--- config.mk ---
export PLATFORM = sky130hd
export DESIGN_NAME = char_lcd_nibble_write_sequencer
export DESIGN_NICKNAME = d
export VERILOG_FILES = /design/src/design/lcdseq_pkg.sv /design/src/design/lcdseq_ctrl.sv /design/src/design/char_lcd_nibble_write_sequencer.sv
export SDC_FILE = /design/constraint.sdc
export NUM_CORES = 1
export LEC_CHECK = 0
export BUFFER_PORTS_ARGS = -buffer_cell sky130_fd_sc_hd__buf_2
export CORE_MARGIN = 5
export CORE_UTILIZATION = 58
export CTS_CLUSTER_DIAMETER = 80
export DETAILED_ROUTE_END_ITERATION = 12
export PLACE_DENSITY_LB_ADDON = 0.1
export SETUP_SLACK_MARGIN = 0.15
export SYNTH_ARGS = -nofsm -noshare
export SYNTH_HDL_FRONTEND = slang
export SYNTH_SLANG_ARGS = --single-unit
--- constraint.sdc ---
create_clock -name clk -period 5.7 [get_ports clk]
set_clock_uncertainty 0.2 [all_clocks]
set_input_delay 0.57 -clock clk [delete_from_list [all_inputs] [get_ports clk]]
set_output_delay 0.57 -clock clk [all_outputs]
set_load 0.02 [all_outputs]
--- src/design/lcdseq_pkg.sv ---
// Package for the character LCD nibble write sequencer.
// Holds the command codes, the micro-op layout and the microcode program.
// No dependencies.
`default_nettype none

package lcdseq_pkg;

	localparam int NIBBLE_W = 4;
	localparam int BYTE_W   = 8;
	localparam int WAIT_W   = 16;
	localparam int PC_W     = 5;

	localparam logic [WAIT_W-1:0] INSTR_WAIT_RESET = 16'd1000;
	localparam logic [WAIT_W-1:0] WAIT_1MS_US      = 16'd1000;
	localparam logic [WAIT_W-1:0] WAIT_10MS_US     = 16'd10000;
	localparam logic [WAIT_W-1:0] WAIT_50MS_US     = 16'd50000;

	// Instruction bytes used by the commands.
	localparam logic [BYTE_W-1:0] INSTR_FUNC_SET   = 8'b0010_1000;
	localparam logic [BYTE_W-1:0] INSTR_DISP_OFF   = 8'b0000_1000;
	localparam logic [BYTE_W-1:0] INSTR_CLEAR      = 8'b0000_0001;
	localparam logic [BYTE_W-1:0] INSTR_ENTRY_MODE = 8'b0000_0110;
	localparam logic [BYTE_W-1:0] INSTR_DISP_ON    = 8'b0000_1100;
	localparam logic [BYTE_W-1:0] INSTR_SET_DDRAM  = 8'b1000_0000;
	localparam logic [BYTE_W-1:0] INSTR_CURSOR_RT  = 8'b0001_0100;
	localparam logic [BYTE_W-1:0] NIB_WAKE         = 8'h03;
	localparam logic [BYTE_W-1:0] NIB_4BIT         = 8'h02;
	localparam logic [BYTE_W-1:0] BYTE_NONE        = 8'h00;

	typedef enum logic [2:0] {
		OP_INIT   = 3'd0,
		OP_INSTR  = 3'd1,
		OP_DATA   = 3'd2,
		OP_GOTO   = 3'd3,
		OP_CLEAR  = 3'd4,
		OP_ONOFF  = 3'd5,
		OP_RIGHT  = 3'd6
	} op_t;

	typedef enum logic {
		SEQ_IDLE,
		SEQ_RUN
	} seq_state_t;

	typedef enum logic [1:0] {
		NIB_CONST,
		NIB_HI,
		NIB_LO
	} nib_sel_t;

	typedef enum logic [2:0] {
		WAIT_ZERO,
		WAIT_CMD,
		WAIT_1MS,
		WAIT_10MS,
		WAIT_50MS
	} wait_sel_t;

	// One control word of the program.
	typedef struct packed {
		logic              strobe;     // pulse enable, else wait only
		nib_sel_t          nib_sel;
		logic              use_const;  // byte source: constant, else command byte
		logic [BYTE_W-1:0] const_byte;
		wait_sel_t         wait_sel;
		logic              last;       // final word of the command
		logic              done;       // return to idle after this step
		logic              br_extra;   // continue only if the extra wait is requested
	} uop_t;

	// What the sequencer hands to the datapath each cycle.
	typedef struct packed {
		logic valid;
		logic last;
		uop_t uop;
	} step_t;

	localparam logic [PC_W-1:0] ENTRY_INIT = 5'd0;
	localparam logic [PC_W-1:0] ENTRY_CMD  = 5'd15;

	function automatic uop_t mk(input logic strobe, input nib_sel_t ns, input logic uc,
			input logic [BYTE_W-1:0] cb, input wait_sel_t ws, input logic lst,
			input logic dn, input logic br);
		uop_t u;
		u.strobe     = strobe;
		u.nib_sel    = ns;
		u.use_const  = uc;
		u.const_byte = cb;
		u.wait_sel   = ws;
		u.last       = lst;
		u.done       = dn;
		u.br_extra   = br;
		return u;
	endfunction

	// The microcode program. Steps 0 to 14 are the power-up init, steps 15
	// to 17 send the command byte and the optional trailing wait.
	function automatic uop_t ucode_rom(input logic [PC_W-1:0] pc);
		uop_t u;
		case (pc)
			5'd0:  u = mk(1'b0, NIB_CONST, 1'b1, BYTE_NONE, WAIT_50MS, 1'b0, 1'b0, 1'b0);
			5'd1:  u = mk(1'b1, NIB_CONST, 1'b1, NIB_WAKE, WAIT_10MS, 1'b0, 1'b0, 1'b0);
			5'd2:  u = mk(1'b1, NIB_CONST, 1'b1, NIB_WAKE, WAIT_10MS, 1'b0, 1'b0, 1'b0);
			5'd3:  u = mk(1'b1, NIB_CONST, 1'b1, NIB_WAKE, WAIT_10MS, 1'b0, 1'b0, 1'b0);
			5'd4:  u = mk(1'b1, NIB_CONST, 1'b1, NIB_4BIT, WAIT_ZERO, 1'b0, 1'b0, 1'b0);
			5'd5:  u = mk(1'b1, NIB_HI, 1'b1, INSTR_FUNC_SET, WAIT_ZERO, 1'b0, 1'b0, 1'b0);
			5'd6:  u = mk(1'b1, NIB_LO, 1'b1, INSTR_FUNC_SET, WAIT_CMD, 1'b0, 1'b0, 1'b0);
			5'd7:  u = mk(1'b1, NIB_HI, 1'b1, INSTR_DISP_OFF, WAIT_ZERO, 1'b0, 1'b0, 1'b0);
			5'd8:  u = mk(1'b1, NIB_LO, 1'b1, INSTR_DISP_OFF, WAIT_CMD, 1'b0, 1'b0, 1'b0);
			5'd9:  u = mk(1'b1, NIB_HI, 1'b1, INSTR_CLEAR, WAIT_ZERO, 1'b0, 1'b0, 1'b0);
			5'd10: u = mk(1'b1, NIB_LO, 1'b1, INSTR_CLEAR, WAIT_CMD, 1'b0, 1'b0, 1'b0);
			5'd11: u = mk(1'b1, NIB_HI, 1'b1, INSTR_ENTRY_MODE, WAIT_ZERO, 1'b0, 1'b0, 1'b0);
			5'd12: u = mk(1'b1, NIB_LO, 1'b1, INSTR_ENTRY_MODE, WAIT_CMD, 1'b0, 1'b0, 1'b0);
			5'd13: u = mk(1'b1, NIB_HI, 1'b1, INSTR_DISP_ON, WAIT_ZERO, 1'b0, 1'b0, 1'b0);
			5'd14: u = mk(1'b1, NIB_LO, 1'b1, INSTR_DISP_ON, WAIT_CMD, 1'b1, 1'b1, 1'b0);
			5'd15: u = mk(1'b1, NIB_HI, 1'b0, BYTE_NONE, WAIT_ZERO, 1'b0, 1'b0, 1'b0);
			5'd16: u = mk(1'b1, NIB_LO, 1'b0, BYTE_NONE, WAIT_CMD, 1'b0, 1'b0, 1'b1);
			5'd17: u = mk(1'b0, NIB_CONST, 1'b1, BYTE_NONE, WAIT_1MS, 1'b1, 1'b1, 1'b0);
			default: u = mk(1'b0, NIB_CONST, 1'b1, BYTE_NONE, WAIT_ZERO, 1'b0, 1'b1, 1'b0);
		endcase
		return u;
	endfunction

endpackage

`default_nettype wire

--- src/design/lcdseq_ctrl.sv ---
// Microcode sequencer: step counter, program fetch and branch logic.
// Depends on lcdseq_pkg.
`default_nettype none

module lcdseq_ctrl (
	input  wire logic                    clk,
	input  wire logic                    arst_n,
	input  wire logic                    go,
	input  wire logic [lcdseq_pkg::PC_W-1:0] entry,
	input  wire logic                    extra,
	output lcdseq_pkg::step_t            step,
	output logic                         busy
);
	import lcdseq_pkg::*;

	seq_state_t          state_q, state_d;
	logic [PC_W-1:0]     pc_q, pc_d;
	uop_t                uop;
	logic                stop;

	always_ff @(posedge clk or negedge arst_n) begin
		if (!arst_n) begin
			state_q <= SEQ_IDLE;
			pc_q    <= '0;
		end else begin
			state_q <= state_d;
			pc_q    <= pc_d;
		end
	end

	always_comb begin
		uop     = ucode_rom(pc_q);
		// The conditional branch ends the command after the low nibble when
		// no trailing wait is requested.
		stop    = uop.done | (uop.br_extra & ~extra);
		state_d = state_q;
		pc_d    = pc_q;
		step.valid = 1'b0;
		step.last  = 1'b0;
		step.uop   = uop;
		case (state_q)
			SEQ_IDLE: begin
				if (go) begin
					state_d = SEQ_RUN;
					pc_d    = entry;
				end
			end
			SEQ_RUN: begin
				step.valid = 1'b1;
				step.last  = uop.last | (uop.br_extra & ~extra);
				if (stop) begin
					state_d = SEQ_IDLE;
				end else begin
					pc_d = pc_q + 1'b1;
				end
			end
			default: begin
				state_d = SEQ_IDLE;
			end
		endcase
	end

	assign busy = (state_q != SEQ_IDLE);

endmodule

`default_nettype wire

--- src/design/char_lcd_nibble_write_sequencer.sv ---
// Top level of the character LCD nibble write sequencer.
// Command decode, operand registers and output datapath; uses lcdseq_pkg and lcdseq_ctrl.
// A start is registered in the sequencer state; words then pass the output register.
// Throughput: one word per cycle; a command keeps busy high while its words are issued.
// Init gives 15 words; a new command is taken only while busy is low.
// The receiver cannot stall; strobe marks each word for exactly one cycle.
// Reset clears the sequencer, the output strobe and sets instr_wait_q to 1000.
`default_nettype none

module char_lcd_nibble_write_sequencer (
	input  wire logic        clk,
	input  wire logic        arst_n,
	input  wire logic        start,
	output logic             busy,
	input  wire logic [2:0]  opcode,
	input  wire logic [7:0]  value,
	input  wire logic [4:0]  col,
	input  wire logic [1:0]  row,
	input  wire logic        cursor_on,
	input  wire logic        blink_on,
	input  wire logic        cfg_we,
	input  wire logic [15:0] cfg_wdata,
	output logic             strobe,
	output logic             strobe_res,
	output logic             reg_select,
	output logic [3:0]       nibble,
	output logic [15:0]      wait_after_us,
	output logic             last
);
	import lcdseq_pkg::*;

	// Configuration register: wait after the low nibble of an instruction.
	logic [WAIT_W-1:0] instr_wait_q;

	// Operands latched when a command is accepted.
	logic [BYTE_W-1:0] byte_q;
	logic              rs_q;
	logic              extra_q;

	// Decode of the incoming command.
	logic [BYTE_W-1:0] cmd_byte;
	logic              cmd_rs;
	logic              cmd_extra;
	logic              cmd_ok;
	logic              cmd_init;
	logic              accept;

	step_t             step;
	logic [BYTE_W-1:0] src_byte;
	logic              eff_rs;
	logic [NIBBLE_W-1:0] nib_d;
	logic [WAIT_W-1:0] wait_d;

	always_comb begin
		cmd_byte  = value;
		cmd_rs    = 1'b0;
		cmd_extra = 1'b0;
		cmd_ok    = 1'b1;
		cmd_init  = 1'b0;
		case (op_t'(opcode))
			OP_INIT: begin
				cmd_init = 1'b1;
			end
			OP_INSTR: begin
				cmd_byte = value;
			end
			OP_DATA: begin
				cmd_byte = value;
				cmd_rs   = 1'b1;
			end
			OP_GOTO: begin
				// Line two starts at address 0x40; rows above one and
				// columns above fifteen are dropped without output.
				cmd_byte = INSTR_SET_DDRAM | {1'b0, row[0], 2'b00, col[3:0]};
				cmd_ok   = ~row[1] & ~col[4];
			end
			OP_CLEAR: begin
				cmd_byte  = INSTR_CLEAR;
				cmd_extra = 1'b1;
			end
			OP_ONOFF: begin
				cmd_byte  = INSTR_DISP_OFF | {5'b00000, cursor_on, blink_on, 1'b0};
				cmd_extra = 1'b1;
			end
			OP_RIGHT: begin
				cmd_byte = INSTR_CURSOR_RT;
			end
			default: begin
				// The unused opcode is taken and ignored.
				cmd_ok = 1'b0;
			end
		endcase
	end

	assign accept = start & ~busy;

	always_ff @(posedge clk or negedge arst_n) begin
		if (!arst_n) begin
			instr_wait_q <= INSTR_WAIT_RESET;
		end else if (cfg_we) begin
			instr_wait_q <= cfg_wdata;
		end
	end

	always_ff @(posedge clk) begin
		if (accept) begin
			byte_q  <= cmd_byte;
			rs_q    <= cmd_rs;
			extra_q <= cmd_extra;
		end
	end

	lcdseq_ctrl u_ctrl (
		.clk    (clk),
		.arst_n (arst_n),
		.go     (accept & cmd_ok),
		.entry  (cmd_init ? ENTRY_INIT : ENTRY_CMD),
		.extra  (extra_q),
		.step   (step),
		.busy   (busy)
	);

	// Datapath driven by the current control word. Constant bytes from the
	// program always go to the instruction register; the command byte uses
	// the register select latched with the command.
	always_comb begin
		src_byte = step.uop.use_const ? step.uop.const_byte : byte_q;
		eff_rs   = step.uop.use_const ? 1'b0 : rs_q;
		case (step.uop.nib_sel)
			NIB_HI:    nib_d = src_byte[7:4];
			NIB_LO:    nib_d = src_byte[3:0];
			default:   nib_d = step.uop.const_byte[3:0];
		endcase
		case (step.uop.wait_sel)
			WAIT_CMD:  wait_d = eff_rs ? '0 : instr_wait_q;
			WAIT_1MS:  wait_d = WAIT_1MS_US;
			WAIT_10MS: wait_d = WAIT_10MS_US;
			WAIT_50MS: wait_d = WAIT_50MS_US;
			default:   wait_d = '0;
		endcase
	end

	// Output word register: one word per cycle, shown for one cycle.
	always_ff @(posedge clk or negedge arst_n) begin
		if (!arst_n) begin
			strobe <= 1'b0;
		end else begin
			strobe <= step.valid;
		end
	end

	always_ff @(posedge clk) begin
		if (step.valid) begin
			strobe_res    <= step.uop.strobe;
			reg_select    <= eff_rs;
			nibble        <= nib_d;
			wait_after_us <= wait_d;
			last          <= step.last;
		end
	end

endmodule

`default_nettype wire
* Yosys cells after proc, flatten, opt, wreduce, memory -nomap -nowiden
Memory sizes are Yosys's and may differ from the RTL's.
Index checks and enable logic that the tools add are counted.
** Cells by class
- $add $sub $neg :: 1
- Eq/ne operators :: 14
- Multiplexer cells :: 18
- Bitwise gates (word level) :: 10
- Reduce and logical (&&, ||, !) cells :: 4
** Operator list (number)
- 16-bit case mux with 4 select lines :: 1
- 8-bit case mux with 4 select lines :: 1
- 16-bit 2-to-1 mux :: 1
- 3-bit by 2-bit == test with 1-bit output, second input constant :: 4
- 3-bit == test, second input constant :: 4
- 5-bit 2-to-1 mux :: 2
- 5-bit case mux with 2 select lines :: 1
- 8-bit 2-to-1 mux :: 1
- 4-bit case mux with 2 select lines :: 1
- 3-bit by 1-bit == test with 1-bit output, second input constant :: 2
- 1-bit 2-to-1 mux :: 6
- 6-bit OR reduction :: 1
- 5-bit by 1-bit adder with 5-bit output, second input constant :: 1
- 1-bit bitwise AND :: 4
- 4-bit 2-to-1 mux :: 1
- 1-bit NOT :: 4
- 1-bit case mux with 2 select lines :: 2
- 3-bit logical NOT :: 1
- 2-bit by 1-bit == test with 1-bit output, second input constant :: 1
- 2-bit == test, second input constant :: 1
- 2-bit 2-to-1 mux :: 1
- 2-bit by 1-bit inequality test with 1-bit output, second input constant :: 1
- 2-bit inequality test, second input constant :: 1
- 1-bit bitwise OR :: 2
- 2 further kinds :: 2
** Word-level totals
- Register bits :: 56
- Bits in read-only memories :: 480
- Input bits :: 40
- Output and inout bits :: 25
- Logic and storage cells :: 60
- Memories kept :: 1
** Memory list
- (no name shown) :: words 32, width 15, rd ports 1, clocked after Yosys merged registers in 0, wr ports 0, line lcdseq_pkg.sv:100 : case (pc)

* Logic depth before layout (Yosys ltp)
- Depth in word-level cells :: 6
- Mapped depth :: 9
- Depth with buffers taken out :: 9

* Hierarchy
A second synthesis with hierarchy kept.
** Second synthesis, totals
- Cell total of the unflattened synthesis :: 263
- Area, all modules :: 3095.5 um^2
** Modules (own cells, without submodules)
- char_lcd_nibble_write_sequencer :: times used 1, cells each 173, area an instance 2356.0 um^2, seq. area each 1423.9 um^2
- lcdseq_ctrl :: times used 1, cells each 90, area an instance 739.5 um^2, seq. area each 150.1 um^2

* Worst setup path before layout
Ideal clock, no wire load.
- Path kind :: reg2reg
- From :: register u_ctrl.pc_q[0]
- To :: register nibble[1] (data pin)
- Setup time :: 0.261 ns
- Arrival :: 2.080 ns
- Required time :: 5.239 ns
- Slack :: 3.159 ns
- Stages on the path, launching flop included :: 10
- Buffers on the path :: 0
- Clock period less this slack :: 2.541 ns
- Cells stage by stage :: dfrtp_1 inv_1 ha_1 nor3b_1 a31o_2 o21a_1 ha_1 a21oi_1 nor2_1 a221o_1
** On the way
- Cells in the longest elaborated chain, start to end :: 3
- Elaborated cells on any way between the ends :: 5
- Those cells by class :: 2 x eq/ne; 2 x mux; 1 x memory
** Ends and longest elaborated chain
- from (decl) :: line lcdseq_ctrl.sv:17 : logic [PC_W-1:0] pc_q, pc_d;
- from (signal assigned) :: line lcdseq_ctrl.sv:27 : pc_q <= pc_d;
- memory 32 x 15 bit (*)
- 2-bit == test, or another cell as far along :: line char_lcd_nibble_write_sequencer.sv:129 : case (step.uop.nib_sel)
- 4-bit case mux with 2 select lines (*) :: line char_lcd_nibble_write_sequencer.sv:129
- via nib_d[1] :: line char_lcd_nibble_write_sequencer.sv:51 : logic [NIBBLE_W-1:0] nib_d;
- to (signal assigned) :: line char_lcd_nibble_write_sequencer.sv:156 : nibble <= nib_d;
- to (decl) :: line char_lcd_nibble_write_sequencer.sv:26 : output logic [3:0] nibble,
Mark *: on every way through the listed nets, which the timed path passes. The rest lies on a longest branch.
A chain may end at the register's enable or synchronous reset.

* Worst setup path in the final report
Ends and elaborated chain as after synthesis.

==> metrics.cfg <==
[min_path]
min-delay-path-class=in2async

[grt]
track_usage=0.193
globalRoute.totalOverflow=0
grt_antenna_before_repair=0
grt_first_pass_wirelength_microns=9600
vias_in_the_first_global_route=1974
pin_count_of_the_biggest_net_entering_global_routing=37

[pwr]
cellLeakagePower_nw=1.43
irDropWorstVdd_mv=0.384
powerDensity_nw_per_um2=533

[timing]
achievable-frequency_mhz=356
setup_violations=0
finalCritPeriodShare=0.493
layout_min_cycle_time_ps=2810
rsz0062_at_grt=no
final.setup.worst_slack_ps=2890
setup-tns-final_ps=0
hold-worst-slack_ps=11.0
hold_fails_final_rpt=0
tightestPinTransition_ps=834
timing.slew.headroom=0.443
timing_max_transition_violations_final=0

[critical_path]
worstPathArrival_ps=2680
cp_num_buf_inv=1
crit_required_ps=5570
cp-end-kind=flip-flop
timing.critical_path.fanout_max=8
worst_setup_path_start_kind=flip-flop
cpMaxStageDelayCell=sky130_fd_sc_hd__dfrtp_1
critical_path.max_stage_delay_ps=500
critical_path_class=reg2reg
cp_delay_by_family_top=compound AO/OA/AOI/OAI gates
cells_traversed_along_the_worst_timing_path=inv_1 -> ha_1 -> nor3b_1 -> a31o_2 -> o21a_1 -> ha_1 -> a21oi_1 -> nor2_1 -> a221o_1
cp_common_cell=sky130_fd_sc_hd__ha_1

[drt]
residual_drc_count=0
routed_wl_microns=5670
routed_length_per_instance_microns=15.4
detailed_route_via_count=2078
dr.pass1.iters=5
via_per_inst=5.65
dr.first_iter.drc_count=150
postRouteAntennaNets=0

[clock_network]
cts-hold-fix-buffers=0
postCtsResizedCells=0
clock-sinks=56
path_clk_slew_ps=100
h-tree-depth=2
cts_max_path_buffers=2
post-cts-setup-buffers=0
ctsRootBufferMaster=sky130_fd_sc_hd__clkbuf_8
clkLatencyLatePin_ps=310
cts_tree=done
total_cts_buffers=5

[floorplanning]
core-area_sq_um=4750
die_width_microns=80.1
pin_count=65
rows=25
design.die.area_sq_um=6420
initial_utilization=0.600
die_h_microns=80.1

[synth]
post_synth_instance_area_sq_um=2850
xor_xnor_share_of_the_synthesized_area=0.00307
synth_area_per_cell_sq_um=11.9
synth_top_family_by_area=compound AO/OA/AOI/OAI gates
synth_compound_gate_area_share=0.161
synth_enable_flop_cells=33
dominant_cell_type_by_area_after_synthesis=sky130_fd_sc_hd__edfxtp_1
synth_cell_type_count=59
post-synth-top-area-fraction=0.348
multiplexer_share_of_the_synthesized_area=0.0768
yosys-top-cells-area=sky130_fd_sc_hd__edfxtp_1 (35%), sky130_fd_sc_hd__dfrtp_1 (15%), sky130_fd_sc_hd__mux2_2 (5.9%), sky130_fd_sc_hd__dfstp_2 (5.5%), sky130_fd_sc_hd__ha_1 (3.5%)
synth_top_flop_cell=sky130_fd_sc_hd__edfxtp_1
synthesis.instances=240
post_synth_fa_ha_maj_area_fraction=0.0386
ys.warnings.count=0
yosys.area_share.simple=0.128
synthArstFlopShare=0.411
seq_area_frac_synth=0.552
yosys_register_bits=56
syn-num-nets=288

[final_layout]
final.fill_count=390
post_route_cells_drive_above_1_share=0.339
layout.nets=348
layout.cells.most_common=sky130_fd_sc_hd__buf_2
area_growth_pct=15.2
final_cell_mix=sky130_fd_sc_hd__buf_2 (64), sky130_fd_sc_hd__edfxtp_1 (33), sky130_fd_sc_hd__dfrtp_1 (17), sky130_fd_sc_hd__mux2_2 (15)
insertedDiodeCount=0

[placed_design]
globalplace.congestion=0.878
dpl.hpwl_microns=4080
port_buffers=64
pre_cts_slack_ps=2940

[run]
max-cap-violations=0

[run_status]
outcome=finished, final reports clean

power breakdown:
| part | internal, mW | switching [mW] |
|---|---|---|
| combinational | 0.320 | 0.509 |
| sequential | 0.622 | 0.0861 |
| clock | 0.0881 | 0.128 |
| total | 1.03 | 0.722 |
state kept, by name, indices dropped and copies added, names as in the netlist:
| register | count |
|---|---|
| nibble | 4 |
| strobe_res | 1 |
| strobe | 1 |
| extra_q | 1 |
| byte_q | 8 |
| reg_select | 1 |
| last | 1 |
| instr_wait_q | 16 |
| u_ctrl.busy | 1 |
| wait_after_us | 16 |
| rs_q | 1 |
| u_ctrl.pc_q | 5 |
kinds of logic after synthesis:
family | count (synthesis)
and+or+nand+nor | 65
AOI/OAI and AO/OA | 64
DFF | 56
buffers and inverters | 25
muxes | 20
adders and majority gates | 9
xor gates and xnor gates | 1
per-stage QoR:
stage | cell area, sq um | util | power, mW | cells
after floorplan | 2850 | - | 1.33 | 240
after global placement | 3200 | 0.672 | 1.52 | 360
after detailed placement | 3200 | 0.672 | 1.53 | 360
after CTS | 3280 | 0.691 | 1.75 | 368
after global routing | 3280 | 0.691 | 1.87 | 368
final | 3280 | 0.691 | 1.75 | 368
synth_stat cells, drive strengths merged (6+ instances only):
library cell	n
a21oi	10
and2	8
clkbuf	7
dfrtp	17
dfstp	6
edfxtp	33
ha	8
inv	13
mux2	15
nand2	11
nor2	10
nor3	11
o21ai	12
routing by layer:
| layer | vias to the layer above | share of wire | routed length (microns) | GRT usage |
|---|---|---|---|---|
| li1 | 1019 | - | - | - |
| met3 | 5 | 0.078 | 441 | 0.0404 |
| met4 | 0 | 0.013 | 74 | 0.0625 |
| met1 | 969 | 0.46 | 2610 | 0.277 |
| met5 | - | 0 | 0 | 0 |
| met2 | 85 | 0.45 | 2550 | 0.292 |
worst paths after layout:
| check | slack (ps) | startpoint | to | depth (start not counted) |
|---|---|---|---|---|
| setup reg to reg | 2890 | u_ctrl.pc_q[0]$_DFFE_PN0P_ | nibble[1]$_DFFE_PP_ | 9 |
| min in group clk | 270 | cfg_wdata[10] | instr_wait_q[10]$_DFFE_PN0P_ | 3 |
| hold reg to reg | 310 | instr_wait_q[2]$_DFFE_PN0P_ | instr_wait_q[2]$_DFFE_PN0P_ | 1 |
| max in group asynchronous | 4930 | arst_n | instr_wait_q[7]$_DFFE_PN1P_ | 1 |
| hold / removal | 10 | arst_n | instr_wait_q[10]$_DFFE_PN0P_ | 1 |
| setup / recovery | 2890 | u_ctrl.pc_q[0]$_DFFE_PN0P_ | nibble[1]$_DFFE_PP_ | 9 |
cell type report:
| cell class | count | area [sq um] | area share |
|---|---|---|---|
| repair buffers | 65 | 328 | 0.0998 |
| inverters | 13 | 48.8 | 0.0149 |
| flip-flops and latches | 56 | 1570 | 0.479 |
| multi-input cells | 159 | 1160 | 0.354 |
| clock inverters | 2 | 15.0 | 0.00457 |
| clock buffers | 6 | 72.6 | 0.0221 |
| well taps | 67 | 83.8 | 0.0255 |
No activity file was read; power rests on OpenSTA's default activity.
